$ cat src/hw/rtl/semt_pkg.sv
`default_nettype none
package semt_pkg;

	// one extent record as kept in the table
	typedef struct packed {
		logic [47:0] start;
		logic [47:0] addr;
		logic [15:0] len;
		logic        flag;
	} entry_t;

	// operation codes
	localparam logic [1:0] MODE_LOOKUP = 2'd0;
	localparam logic [1:0] MODE_INSERT = 2'd1;
	localparam logic [1:0] MODE_REMOVE = 2'd2;

	// result status codes
	localparam logic [2:0] ST_OK    = 3'd0;
	localparam logic [2:0] ST_HOLE  = 3'd1;
	localparam logic [2:0] ST_FULL  = 3'd2;
	localparam logic [2:0] ST_RANGE = 3'd3;
	localparam logic [2:0] ST_OVF   = 3'd4;

	// table shift kinds
	localparam logic [1:0] GAP_NONE  = 2'd0;
	localparam logic [1:0] GAP_OPEN  = 2'd1;
	localparam logic [1:0] GAP_CLOSE = 2'd2;

	// controller to datapath commands
	typedef struct packed {
		logic load;
		logic srch_rd;
		logic srch_upd;
		logic rd_cur;
		logic cap_cur;
		logic cap_nxt;
		logic prep;
		logic plan;
		logic gap_rd;
		logic gap_wr;
		logic wr0;
		logic wr1;
		logic done;
	} cmd_t;

	// datapath to controller status
	typedef struct packed {
		logic srch_go;
		logic gap_go;
	} sts_t;

endpackage
`default_nettype wire

$ cat src/hw/rtl/semt_ctrl.sv
`default_nettype none
module semt_ctrl (
	input  wire              clk,
	input  wire              arst_n,
	input  wire              start,
	input  semt_pkg::sts_t   sts,
	output semt_pkg::cmd_t   cmd,
	output logic             busy
);

	localparam logic [3:0] S_IDLE = 4'd0;
	localparam logic [3:0] S_SCHK = 4'd1;
	localparam logic [3:0] S_SCMP = 4'd2;
	localparam logic [3:0] S_CUR  = 4'd3;
	localparam logic [3:0] S_NXT  = 4'd4;
	localparam logic [3:0] S_PREP = 4'd5;
	localparam logic [3:0] S_PLAN = 4'd6;
	localparam logic [3:0] S_GCHK = 4'd7;
	localparam logic [3:0] S_GWR  = 4'd8;
	localparam logic [3:0] S_WR0  = 4'd9;
	localparam logic [3:0] S_WR1  = 4'd10;
	localparam logic [3:0] S_DONE = 4'd11;

	logic [3:0] state_q;
	logic [3:0] state_d;

	// next state and commands
	always_comb begin
		cmd = '0;
		state_d = state_q;
		case (state_q)
			S_IDLE: begin
				if (start) begin
					cmd.load = 1'b1;
					state_d = S_SCHK;
				end
			end
			S_SCHK: begin
				if (sts.srch_go) begin
					cmd.srch_rd = 1'b1;
					state_d = S_SCMP;
				end else begin
					cmd.rd_cur = 1'b1;
					state_d = S_CUR;
				end
			end
			S_SCMP: begin
				cmd.srch_upd = 1'b1;
				state_d = S_SCHK;
			end
			S_CUR: begin
				cmd.cap_cur = 1'b1;
				state_d = S_NXT;
			end
			S_NXT: begin
				cmd.cap_nxt = 1'b1;
				state_d = S_PREP;
			end
			S_PREP: begin
				cmd.prep = 1'b1;
				state_d = S_PLAN;
			end
			S_PLAN: begin
				cmd.plan = 1'b1;
				state_d = S_GCHK;
			end
			S_GCHK: begin
				if (sts.gap_go) begin
					cmd.gap_rd = 1'b1;
					state_d = S_GWR;
				end else begin
					state_d = S_WR0;
				end
			end
			S_GWR: begin
				cmd.gap_wr = 1'b1;
				state_d = S_GCHK;
			end
			S_WR0: begin
				cmd.wr0 = 1'b1;
				state_d = S_WR1;
			end
			S_WR1: begin
				cmd.wr1 = 1'b1;
				state_d = S_DONE;
			end
			S_DONE: begin
				cmd.done = 1'b1;
				state_d = S_IDLE;
			end
			default: begin
				state_d = S_IDLE;
			end
		endcase
	end

	// state register
	always_ff @(posedge clk or negedge arst_n) begin
		if (!arst_n) begin
			state_q <= S_IDLE;
		end else begin
			state_q <= state_d;
		end
	end

	assign busy = (state_q != S_IDLE);

endmodule
`default_nettype wire

$ cat config.mk
export PLATFORM = sky130hd
export DESIGN_NAME = semt_ctrl
export DESIGN_NICKNAME = d
export VERILOG_FILES = /design/src/hw/rtl/semt_pkg.sv /design/src/hw/rtl/semt_ctrl.sv
export SDC_FILE = /design/constraint.sdc
export NUM_CORES = 1
export LEC_CHECK = 0
export ABC_AREA = 1
export BUFFER_PORTS_ARGS = -buffer_cell sky130_fd_sc_hd__clkbuf_2
export CORE_AREA = 2 2 39 41
export CTS_BUF_LIST = sky130_fd_sc_hd__clkbuf_16
export DETAILED_ROUTE_END_ITERATION = 8
export DIE_AREA = 0 0 41 43
export SYNTH_ARGS = -nofsm -noshare
export SYNTH_HDL_FRONTEND = slang
export SYNTH_SLANG_ARGS = --single-unit
$ cat constraint.sdc
create_clock -name clk -period 1.2 [get_ports clk]
set_input_delay 0.12 -clock clk [delete_from_list [all_inputs] [get_ports clk]]
set_output_delay 0.12 -clock clk [all_outputs]
set_load 0.02 [all_outputs]
# Yosys cells after proc, flatten, opt, wreduce, memory -nomap -nowiden
# Index checks and enable logic that the tools add are counted.
word_totals:
  latchBits: 0
  inputBits: 5
  wordCells: 37
  out_inout_bits: 14
  mem_count: 0
  ramBits: 0
  reg_bits: 4
  romBits: 0
classes:
  order_cmp: 0
  div_mod_pow: 0
  n_addsub: 0
  shifts: 0
  multipliers: 0
  bitwise_logic: 0
  mux: 21
  eq_ne: 12
  reduce_logical: 3
op_table:
  columns: ["op", "n"]
  rows:
  - ["$pmux W4 S10", 1]
  - ["$mux W1", 19]
  - ["$eq A4 B3 Y1 const B", 4]
  - ["$eq A4 B4 Y1 const B", 4]
  - ["$eq A4 B2 Y1 const B", 2]
  - ["$eq A4 B1 Y1 const B", 1]
  - ["$logic_not A4 Y1", 1]
  - ["$mux W4", 1]
  - ["$reduce_bool A4 Y1", 1]
  - ["$ne A2 B2 Y1 const B", 1]
  - ["$reduce_or A2 Y1", 1]

# Logic depth before layout (Yosys ltp)
# Gate-level depths: netlist of run 1.
logic_depth:
  ltp_word: 3
  depth_mapped: 7

# Worst setup path after synthesis of run 1
# No wires, ideal clock.
synth_path:
  path_kind: "register -> output"
  from: "register state_q[0]"
  to: "output port cmd[12] (netlist name)"
  path_stages_with_launch: 4
  path_buffers: 0
  setup_slack_ns: -0.092
  arrival_ns: 1.172
  path_cell_list: "dfrtp_1 > nor2_1 > nand3_1 > nor2_1"
synth_rtl:
  columns: ["element", "line", "source"]
  rows:
  - ["start: declaration", "semt_ctrl.sv:24", "logic [3:0] state_q;"]
  - ["start signal: assignment", "semt_ctrl.sv:102", "state_q <= state_d;"]
  - ["end: declaration", "semt_ctrl.sv:7", "output semt_pkg::cmd_t cmd,"]

==> results of run 1 <==
[power by group through the flow]
stage               registers (mW)  logic (mW)  clock network, mW
global route                 0.365        1.49              0.530
CTS                          0.317        1.11              0.518
floorplan                    0.266       0.626                  0
global placement             0.276       0.839                  0
finish                       0.355        1.37              0.511
detailed placement           0.278       0.841                  0
[worst max path at each step]
stage	startpoint	end	slack [ns]	cells after the start
after floorplan	state_q[3]	state_q[1]	0.003	5
after global placement	state_q[2]	cmd[9]	0.07	6
after detailed placement	state_q[1]	cmd[12]	0.05	4
after CTS	state_q[3]	cmd[2]	-0.11	5
after global routing	state_q[1]	cmd[9]	-0.20	6
final	state_q[1]	cmd[9]	-0.14	6
[metrics by stage]
stage | instances | utilization, % | TNS [ns] | area, um^2
CTS | 99 | 46.29 | -1.043 | 640.6
global placement | 91 | 32.10 | 0 | 444.2
detailed placement | 91 | 32.10 | 0 | 444.2
floorplan | 57 | - | 0 | 334.1
finish | 101 | 52.71 | -0.9454 | 729.5
global route | 101 | 52.71 | -1.602 | 729.5
[Yosys cell counts]
master / number
nor2_2: 1
dfrtp_1: 4
inv_1: 12
nand3_1: 4
nor2_1: 16
inv_2: 2
nand2_2: 1
o21ai_1: 1
nand2_1: 12
o211ai_1: 1
nor3_1: 2
o221ai_1: 1
[worst register-to-register path, cell delays in order, from the launching register on]
cell      delay [ns]
dfrtp_2         0.45
inv_2           0.07
nand2_2         0.12
inv_1           0.08
o21ai_2         0.17
o211ai_1        0.10
[layer usage]
| metal | track usage (%) | vias up | wire length [um] |
|---|---|---|---|
| met3 | 4.712 | 0 | 58 |
| met4 | 6.000 | 0 | 0 |
| met5 | 0 | - | 0 |
| met1 | 17.21 | 190 | 414 |
| li1 | - | 228 | - |
| met2 | 19.69 | 12 | 584 |
[what timing repair did]
item	in CTS	in global routing
setup buffers	4	2
hold buffers	1	0
setup endpoints to repair	14	17
endpoints found under the hold margin	4	0
resized for setup	30	39
pin swaps	3	4
gates cloned	0	0
[layout make-up]
type / count / area (um^2) / area share (%)
multi-input cells: 39 / 262.8 / 36.02
well taps: 16 / 20.02 / 2.744
flip-flops and latches: 4 / 105.1 / 14.41
clock buffers: 3 / 75.07 / 10.29
inverters: 14 / 60.06 / 8.233
repair buffers: 25 / 206.4 / 28.30
[cell families after synthesis]
group / after synthesis / synth area share (%)
buffers and inverters: 14 / 16.34
DFF: 4 / 31.13
AOI/OAI and AO/OA: 3 / 6.615
and+or+nand+nor: 36 / 45.92
==> flow_metrics.tcl, run 1 <==
set metrics [dict create \
    tightestPinTransition_ns 0.1865 \
    antenna_left 0 \
    max_freq_mhz 748.8 \
    power.density_nw_per_um2 3062 \
    top_register "state_q" \
    p_leak_nw 0.3812 \
    ys_seq_elements 4 \
    drt-pass1-iter-count 3 \
    status "finished, violations left" \
    violations "negative setup slack" \
    maxCapViolCount 0 \
    finalCritPeriodShare_pct 111.3 \
    htree_levels 1 \
    drt_iter0_markers 2 \
    worst_slack_ns -0.1355 \
    cts_tree "done" \
    syn-num-nets 62 \
    syn_area_um2 321.6 \
    crit_chain "inv_2 > nand2_4 > nor2_2 > nand2_1 > inv_1 > clkbuf_8" \
    dieHeight_um 43 \
    synth_area_leader_cell "dfrtp_1" \
    worst-path-buf-inv 3 \
    finalHoldViolCount 0 \
    drt_wl_total_mm 1.057 \
    required_ns 1.08 \
    largest_reg_flops 4 \
    top_regs "state_q x4" \
    clockRootBuffer "clkbuf_16" \
    grt_setup_unrepaired "yes" \
    rows 14 \
    grt_max_degree 7 \
    cp.arrival_ns 1.22 \
    r2r-start "state_q[0]" \
    ys_top_cells_by_area "dfrtp_1, nor2_1, inv_1" \
    path_class "flip-flop to output port" \
    min_to "state_q[0]" \
    slew_headroom_pct 87.57 \
    setup_viol 12 \
    p_seq_share_pct 15.9 \
    p_clk_share_pct 22.9 \
    hold_path_class "input port to flip-flop" \
    post-route-min-period_ns 1.335 \
    hold_depth 3 \
    dr_total_vias 430 \
    grt_overflow 0 \
    p_switching_mw 1.003 \
    worst-r2r-cell-count 5 \
    hpwl_um 692.7 \
    ys_types 12 \
    timing.rr.end "state_q[1]" \
    power.share.combinational_pct 61.2 \
    avgSynthCellArea_um2 5.641 \
    grt_pass1_wl_mm 1.587 \
    dp_slack_ns 0.05064 \
    yosys.area.top_type_share_pct 31.13 \
    cpPeakStageDelay_ns 0.47 \
    syn_inst 57 \
    drc 0 \
    r2r_setup_slack_ns 0.07 \
    final_cell_mix "buf_4, nand2_1, nor2_1" \
    critPathTopFamily "flip-flops" \
    cts_made_buffers 3 \
    yosysWarnings 0 \
    critPathMaxFanout 6 \
    yosysSeqAreaShare_pct 31.13 \
    final_common_cell "buf_4" \
    slowest_stage "dfrtp_2" \
    drive_gt1_share_pct 69.41 \
    core_um2 1384 \
    numPortBuffers 18 \
    wl_per_cell_um 10.47 \
    viasPerCell 4.257 \
    die-area_um2 1763 \
    swShare_pct 44.90 \
    antenna_found_initial 0 \
    ioPinCount 19 \
    grt_usage_pct 13.49 \
    skew_ns 0.0007488 \
    slew_violations 0 \
    diodes 0 \
    min-delay-start "start" \
    area_growth_pct 126.8 \
    initial_utilization_pct 23.24 \
    p_int_mw 1.231 \
    cts_buffer_depth 2 \
    endpoint_kind "output port" \
    irDropWorstVdd_uv 1619 \
    grt_pass1_vias 387 \
    die_w_um 41 \
    clock_sinks 4 \
    final_nets 92 \
    fillers 132 \
    startpoint_type "flip-flop" \
    power_mw 2.233 \
    path_clk_slew_ns 0.03 \
    hold_slack_ns 0.1748 \
    place_congestion 0.8153 \
    insertion_delay_ns 0.22 \
]
No activity file was read; power rests on OpenSTA's default activity.
==> run 2: changes to the inputs <==
--- a/config.mk
+++ b/config.mk
@@ -8,7 +8,7 @@
 export ABC_AREA = 1
 export BUFFER_PORTS_ARGS = -buffer_cell sky130_fd_sc_hd__clkbuf_2
 export CORE_AREA = 2 2 39 41
-export CTS_BUF_LIST = sky130_fd_sc_hd__clkbuf_16
+export CTS_BUF_LIST = sky130_fd_sc_hd__clkbuf_4 sky130_fd_sc_hd__clkbuf_8 sky130_fd_sc_hd__clkbuf_16
 export DETAILED_ROUTE_END_ITERATION = 8
 export DIE_AREA = 0 0 41 43
 export SYNTH_ARGS = -nofsm -noshare
==> run 2 against run 1 <==
The flow still finishes with violations (negative setup slack). Flip-flop and latch count unchanged. Critical path depth is 2 lower. Sequential power decreased by 6.2%. Final cell count rose by 0.99%. Combinational power down 7%. Total power shrank 20%. Clock skew grew 0.0023 ns. Largest cell class unchanged.
==> flow_metrics.tcl, run 2 (synthesis gave the netlist of run 1 again) <==
set metrics [dict create \
    power.density_nw_per_um2 2713 \
    maxCapViolCount 0 \
    path_clk_slew_ns 0.04 \
    place_congestion 0.8153 \
    p_clk_share_pct 9.3 \
    drt_wl_total_um 993 \
    drt_iter0_markers 11 \
    clockRootBuffer "clkbuf_4" \
    p_seq_share_pct 18.7 \
    finalCritPeriodShare_pct 112.6 \
    final_util_pct 47.47 \
    antenna_found_initial 0 \
    endpoint_kind "output port" \
    htree_levels 1 \
    finalHoldViolCount 0 \
    cts_made_buffers 3 \
    drc 0 \
    tightestPinTransition_ns 0.1729 \
    grt_pass1_vias 376 \
    irDropWorstVdd_uv 1165 \
    startpoint_type "flip-flop" \
    drive_gt1_share_pct 62.79 \
    top_register "state_q" \
    status "finished, violations left" \
    largest_reg_flops 4 \
    wl_per_cell_um 9.735 \
    insertion_delay_ns 0.23 \
    top_regs "state_q x4" \
    dieHeight_um 43 \
    crit_chain "nor2_4 > nand3_2 > nor2_4 > clkbuf_4" \
    die_w_um 41 \
    grt_pass1_wl_mm 1.545 \
    area_growth_pct 104.3 \
    final_nets 93 \
    p_int_uw 861.5 \
    fillers 136 \
    grt_max_degree 7 \
    cpPeakStageDelay_ns 0.46 \
    grt_setup_unrepaired "yes" \
    core_um2 1384 \
    finalSetupTns_ns -1.354 \
    grt_overflow 0 \
    final_cell_mix "buf_4, inv_1, nor2_1, nand2_1, clkbuf_4" \
    hold_path_class "input port to flip-flop" \
    numPortBuffers 18 \
    slew_headroom_pct 88.47 \
    grt_usage_pct 12.99 \
    critPathTopFamily "flip-flops" \
    critPathMaxFanout 5 \
    setup_viol 15 \
    p_switching_uw 920.9 \
    swShare_pct 51.66 \
    skew_ns 0.003008 \
    slowest_stage "dfrtp_2" \
    die-area_um2 1763 \
    ioPinCount 19 \
    required_ns 1.08 \
    viasPerCell 4.255 \
    slew_violations 0 \
    drt-pass1-iter-count 4 \
    max_freq_mhz 740.4 \
    cp.arrival_ns 1.23 \
    worst-path-buf-inv 1 \
    p_leak_nw 0.3671 \
    cts_tree "done" \
    path_class "flip-flop to output port" \
    final_common_cell "buf_4" \
    power.share.combinational_pct 72.1 \
    crit_top_cell "nor2_4" \
    clock_sinks 4 \
    worst_slack_ns -0.1506 \
    cts_buffer_depth 2 \
    diodes 0 \
    rows 14 \
    hpwl_um 692.7 \
    dr_total_vias 434 \
    antenna_left 0 \
    post-route-min-period_ns 1.351 \
    violations "negative setup slack" \
    initial_utilization_pct 23.24 \
]
==> run 2: cell types whose count changed in the layout (fill, tap and decap cells not counted), moves of 3 or more <==
| cell | delta |
|---|---|
| buf_6 | -4 |
| clkbuf_16 | -3 |
| clkbuf_4 | +5 |
| inv_1 | +3 |
==> run 2: what timing repair did <==
| item | CTS | global route |
|---|---|---|
| endpoints found under the hold margin | 4 | 0 |
| setup endpoints to repair | 14 | 17 |
| pin swaps | 3 | 4 |
| setup buffers | 4 | 3 |
| hold buffers | 1 | 0 |
| resized for setup | 25 | 28 |
==> run 2: tightest hold or removal path, stage by stage <==
cell	delay, ns
clkbuf_2	0.09
nor2_1	0.09
nor2_1	0.06
==> run 2: area by class of cell <==
type,count,area [um^2],share of cell area [%]
Inverter,14,55.05,8.381
Clock buffer,3,22.52,3.429
Multi-Input combinational cell,39,260.3,39.62
Sequential cell,4,102.6,15.62
Timing Repair Buffer,26,196.4,29.90
Tap cell,16,20.02,3.048
==> run 2: power groups by stage <==
stage	clock, mW	combinational, mW	sequential (mW)
after detailed placement	0	0.841	0.278
after global placement	0	0.839	0.276
after floorplan	0	0.626	0.266
after global routing	0.187	1.41	0.344
after CTS	0.178	1.09	0.304
final	0.165	1.28	0.333
==> run 2: path summary, 6_finish.rpt <==
path / from / to / slack [ns] / cells after the start
min in group asynchronous: arst_n / state_q[3] / 0.23 / 2
worst min-delay path: start / state_q[0] / 0.17 / 3
worst max register to register: state_q[2] / state_q[2] / 0 / 6
worst max-delay path: state_q[0] / cmd[12] / -0.15 / 4
worst min register to register: state_q[3] / state_q[1] / 0.58 / 1
max in group asynchronous: arst_n / state_q[0] / 0.83 / 2
==> run 2: metrics by stage <==
step                      worst slack (ns)  total power, mW  cell area [um^2]  hold WS (ns)  instances
final                              -0.1506            1.782             656.9        0.1653        102
after global routing               -0.2181            1.942             656.9        0.1949        102
after CTS                          -0.1340            1.575             580.6        0.1533         99
after detailed placement           0.05064            1.118             444.2      -0.06519         91
after global placement             0.06782            1.115             444.2      -0.06818         91
after floorplan                   0.003145           0.8920             334.1       -0.1756         57
==> run 2: metal layers <==
layer | wire (um) | vias to the layer above | global-route usage (%) | part of all wire, %
li1 | - | 229 | - | -
met1 | 423 | 191 | 16.88 | 43
met2 | 509 | 14 | 19.38 | 51
met3 | 60 | 0 | 4.712 | 6.0
met4 | 0 | 0 | 4.000 | 0
met5 | 0 | - | 0 | 0
==> run 3: changes to the inputs <==
--- a/config.mk
+++ b/config.mk
@@ -5,7 +5,6 @@
 export SDC_FILE = /design/constraint.sdc
 export NUM_CORES = 1
 export LEC_CHECK = 0
-export ABC_AREA = 1
 export BUFFER_PORTS_ARGS = -buffer_cell sky130_fd_sc_hd__clkbuf_2
 export CORE_AREA = 2 2 39 41
 export CTS_BUF_LIST = sky130_fd_sc_hd__clkbuf_4 sky130_fd_sc_hd__clkbuf_8 sky130_fd_sc_hd__clkbuf_16
==> run 3 against run 2 <==
The flow still finishes with violations (negative setup slack). Routed wire length rose by 36%. Critical path depth rose by 1. Largest cell class is now buffers. Combinational power rose by 58%. Maximum frequency fell by 11%. Largest power group unchanged.
==> flow_metrics.tcl, run 3 <==
set metrics [dict create \
    crit_chain "buf_4 > buf_8 > nand2b_4 > nor3_2 > buf_4" \
    p_seq_share_pct 10.7 \
    startpoint_type "flip-flop" \
    worst-path-buf-inv 3 \
    irDropWorstVdd_uv 1287 \
    rows 14 \
    antenna_found_initial 0 \
    drt-pass1-iter-count 1 \
    insertion_delay_ns 0.23 \
    cts_made_buffers 3 \
    r2r-start "state_q[2]" \
    cp.arrival_ns 1.40 \
    cpPeakStageDelay_ns 0.38 \
    fin_area_um2 798.3 \
    ys_types 22 \
    stdcell_count 93 \
    htree_levels 1 \
    finalCritPeriodShare_pct 126.7 \
    syn-num-nets 47 \
    slew_headroom_pct 83.84 \
    numPortBuffers 18 \
    grt_setup_unrepaired "yes" \
    drc 0 \
    final_cell_mix "buf_4, buf_6, nand2b_4, clkbuf_2" \
    yosysSeqAreaShare_pct 30.42 \
    cts_tree "done" \
    synth_area_leader_cell "dfrtp_1" \
    ys_seq_elements 4 \
    slowest_stage "dfrtp_1" \
    post-route-min-period_ns 1.520 \
    maxCapViolCount 0 \
    endpoint_kind "output port" \
    timing.rr.end "state_q[3]" \
    critPathTopFamily "buffers and inverters" \
    grt_max_degree 11 \
    hold_depth 3 \
    finalHoldViolCount 0 \
    violations "negative setup slack" \
    max_freq_mhz 657.9 \
    final_util_pct 57.69 \
    p_switching_mw 1.105 \
    clock_sinks 4 \
    viasPerCell 4.699 \
    area_growth_pct 142.6 \
    initial_utilization_pct 23.78 \
    cts_buffer_depth 2 \
    multiInputGateArea_um2 320.3 \
    power_mw 2.441 \
    p_leak_nw 0.3755 \
    async_reset_ff_share_pct 100.0 \
    core_um2 1384 \
    worst-r2r-cell-count 7 \
    yosysWarnings 0 \
    slew_violations 0 \
    dr_total_vias 437 \
    required_ns 1.08 \
    place_congestion 0.7530 \
    path_class "flip-flop to output port" \
    antenna_left 0 \
    synth-edff-count 0 \
    min-delay-start "start" \
    drt_iter0_markers 0 \
    avgSynthCellArea_um2 7.835 \
    drt_wl_total_mm 1.352 \
    min_to "state_q[0]" \
    fillers 115 \
    final_common_cell "buf_4" \
    swShare_pct 45.26 \
    syn_area_um2 329.1 \
    worst_slack_ns -0.3201 \
    grt_overflow 0 \
    drive_gt1_share_pct 79.22 \
    top_regs "state_q x4" \
    grt_pass1_vias 436 \
    p_clk_share_pct 6.7 \
    grt_usage_pct 15.49 \
    die-area_um2 1763 \
    final_nets 84 \
    die_w_um 41 \
    grt_pass1_wl_mm 1.807 \
    tightestPinTransition_ns 0.2418 \
    ioPinCount 19 \
    power.density_nw_per_um2 3058 \
    largest_reg_flops 4 \
    diodes 0 \
    r2r_setup_slack_ns -0.22 \
    synthFlopType "dfrtp_1" \
    layout.area.seq_um2 101.3 \
    ys_top_cells_by_area "dfrtp_1, nor3_1, nand2b_1" \
    setup_viol 18 \
    hpwl_um 739.1 \
    top_register "state_q" \
    skew_ns 0.002292 \
    synth_common_cells "nor2_1, nor3_1, dfrtp_1, nand2b_1, buf_2" \
    clockRootBuffer "clkbuf_4" \
    yosys.area.top_type_share_pct 30.42 \
    p_int_mw 1.336 \
    placed_cell_area_um2 536.8 \
    wl_per_cell_um 14.54 \
    syn_inst 42 \
    crit_top_cell "buf_4" \
    dieHeight_um 43 \
    hold_path_class "input port to flip-flop" \
    dp_cells 83 \
    critPathMaxFanout 7 \
    status "finished, violations left" \
    path_clk_slew_ns 0.04 \
    power.share.combinational_pct 82.6 \
]
[run 3: worst max-delay path by stage]
stage	endpoint	from	slack (ns)	cells past startpoint
finish	cmd[3]	state_q[2]	-0.32	5
global placement	cmd[12]	state_q[0]	-0.07	3
detailed placement	cmd[12]	state_q[0]	-0.09	3
global route	cmd[3]	state_q[2]	-0.36	5
CTS	cmd[12]	state_q[0]	-0.33	3
floorplan	cmd[11]	state_q[1]	-0.13	3
[run 3: per-stage QoR]
stage                     setup slack, ns  TNS (ns)  hold slack [ns]
after detailed placement         -0.09297   -0.4783         -0.06831
final                             -0.3201    -3.772           0.1915
after global placement           -0.07451   -0.2866         -0.07099
after global routing              -0.3598    -4.600           0.2038
after CTS                         -0.3293    -3.641           0.1758
after floorplan                   -0.1273   -0.3427          -0.1756
[run 3: cells by family (layout without fill, tap and decap cells)]
family	count (synthesis)	after routing	synth area share, %
simple gates	21	21	34.60
compound gates	8	8	15.97
buf+inv	6	41	9.126
flops	4	4	30.42
mux	3	3	9.886
[run 3: cell type report]
type,count,share of cell area (%)
repair buffers,36,40.91
multi-input cells,32,40.13
flip-flops and latches,4,12.70
clock buffers,3,2.821
well taps,16,2.508
inverters,2,0.9404
[run 3: metal layers]
metal	track usage [%]	vias up	part of all wire (%)
met4	2.000	0	0
met5	0	-	0
met1	17.80	209	39
li1	-	219	-
met3	7.853	0	4.1
met2	25.31	9	57
[run 3: power groups by stage]
| stage | combinational [mW] | sequential (mW) | clock [mW] |
|---|---|---|---|
| after global routing | 2.13 | 0.267 | 0.184 |
| after detailed placement | 1.26 | 0.278 | 0 |
| after floorplan | 0.837 | 0.245 | 0 |
| after CTS | 1.78 | 0.261 | 0.172 |
| final | 2.02 | 0.262 | 0.162 |
| after global placement | 1.25 | 0.272 | 0 |
[run 3: tightest hold or removal path, stage by stage]
cell and delay [ns]:
clkbuf_2 0.09, o21ai_1 0.12, a21oi_1 0.05
[run 3: repair_timing]
action | 4_1_cts | 5_1_grt
hold endpoints to repair | 4 | 0
resized for setup | 35 | 27
setup buffers | 6 | 1
pin swaps | 6 | 4
endpoints found under the setup margin | 18 | 18
hold buffers | 1 | 0
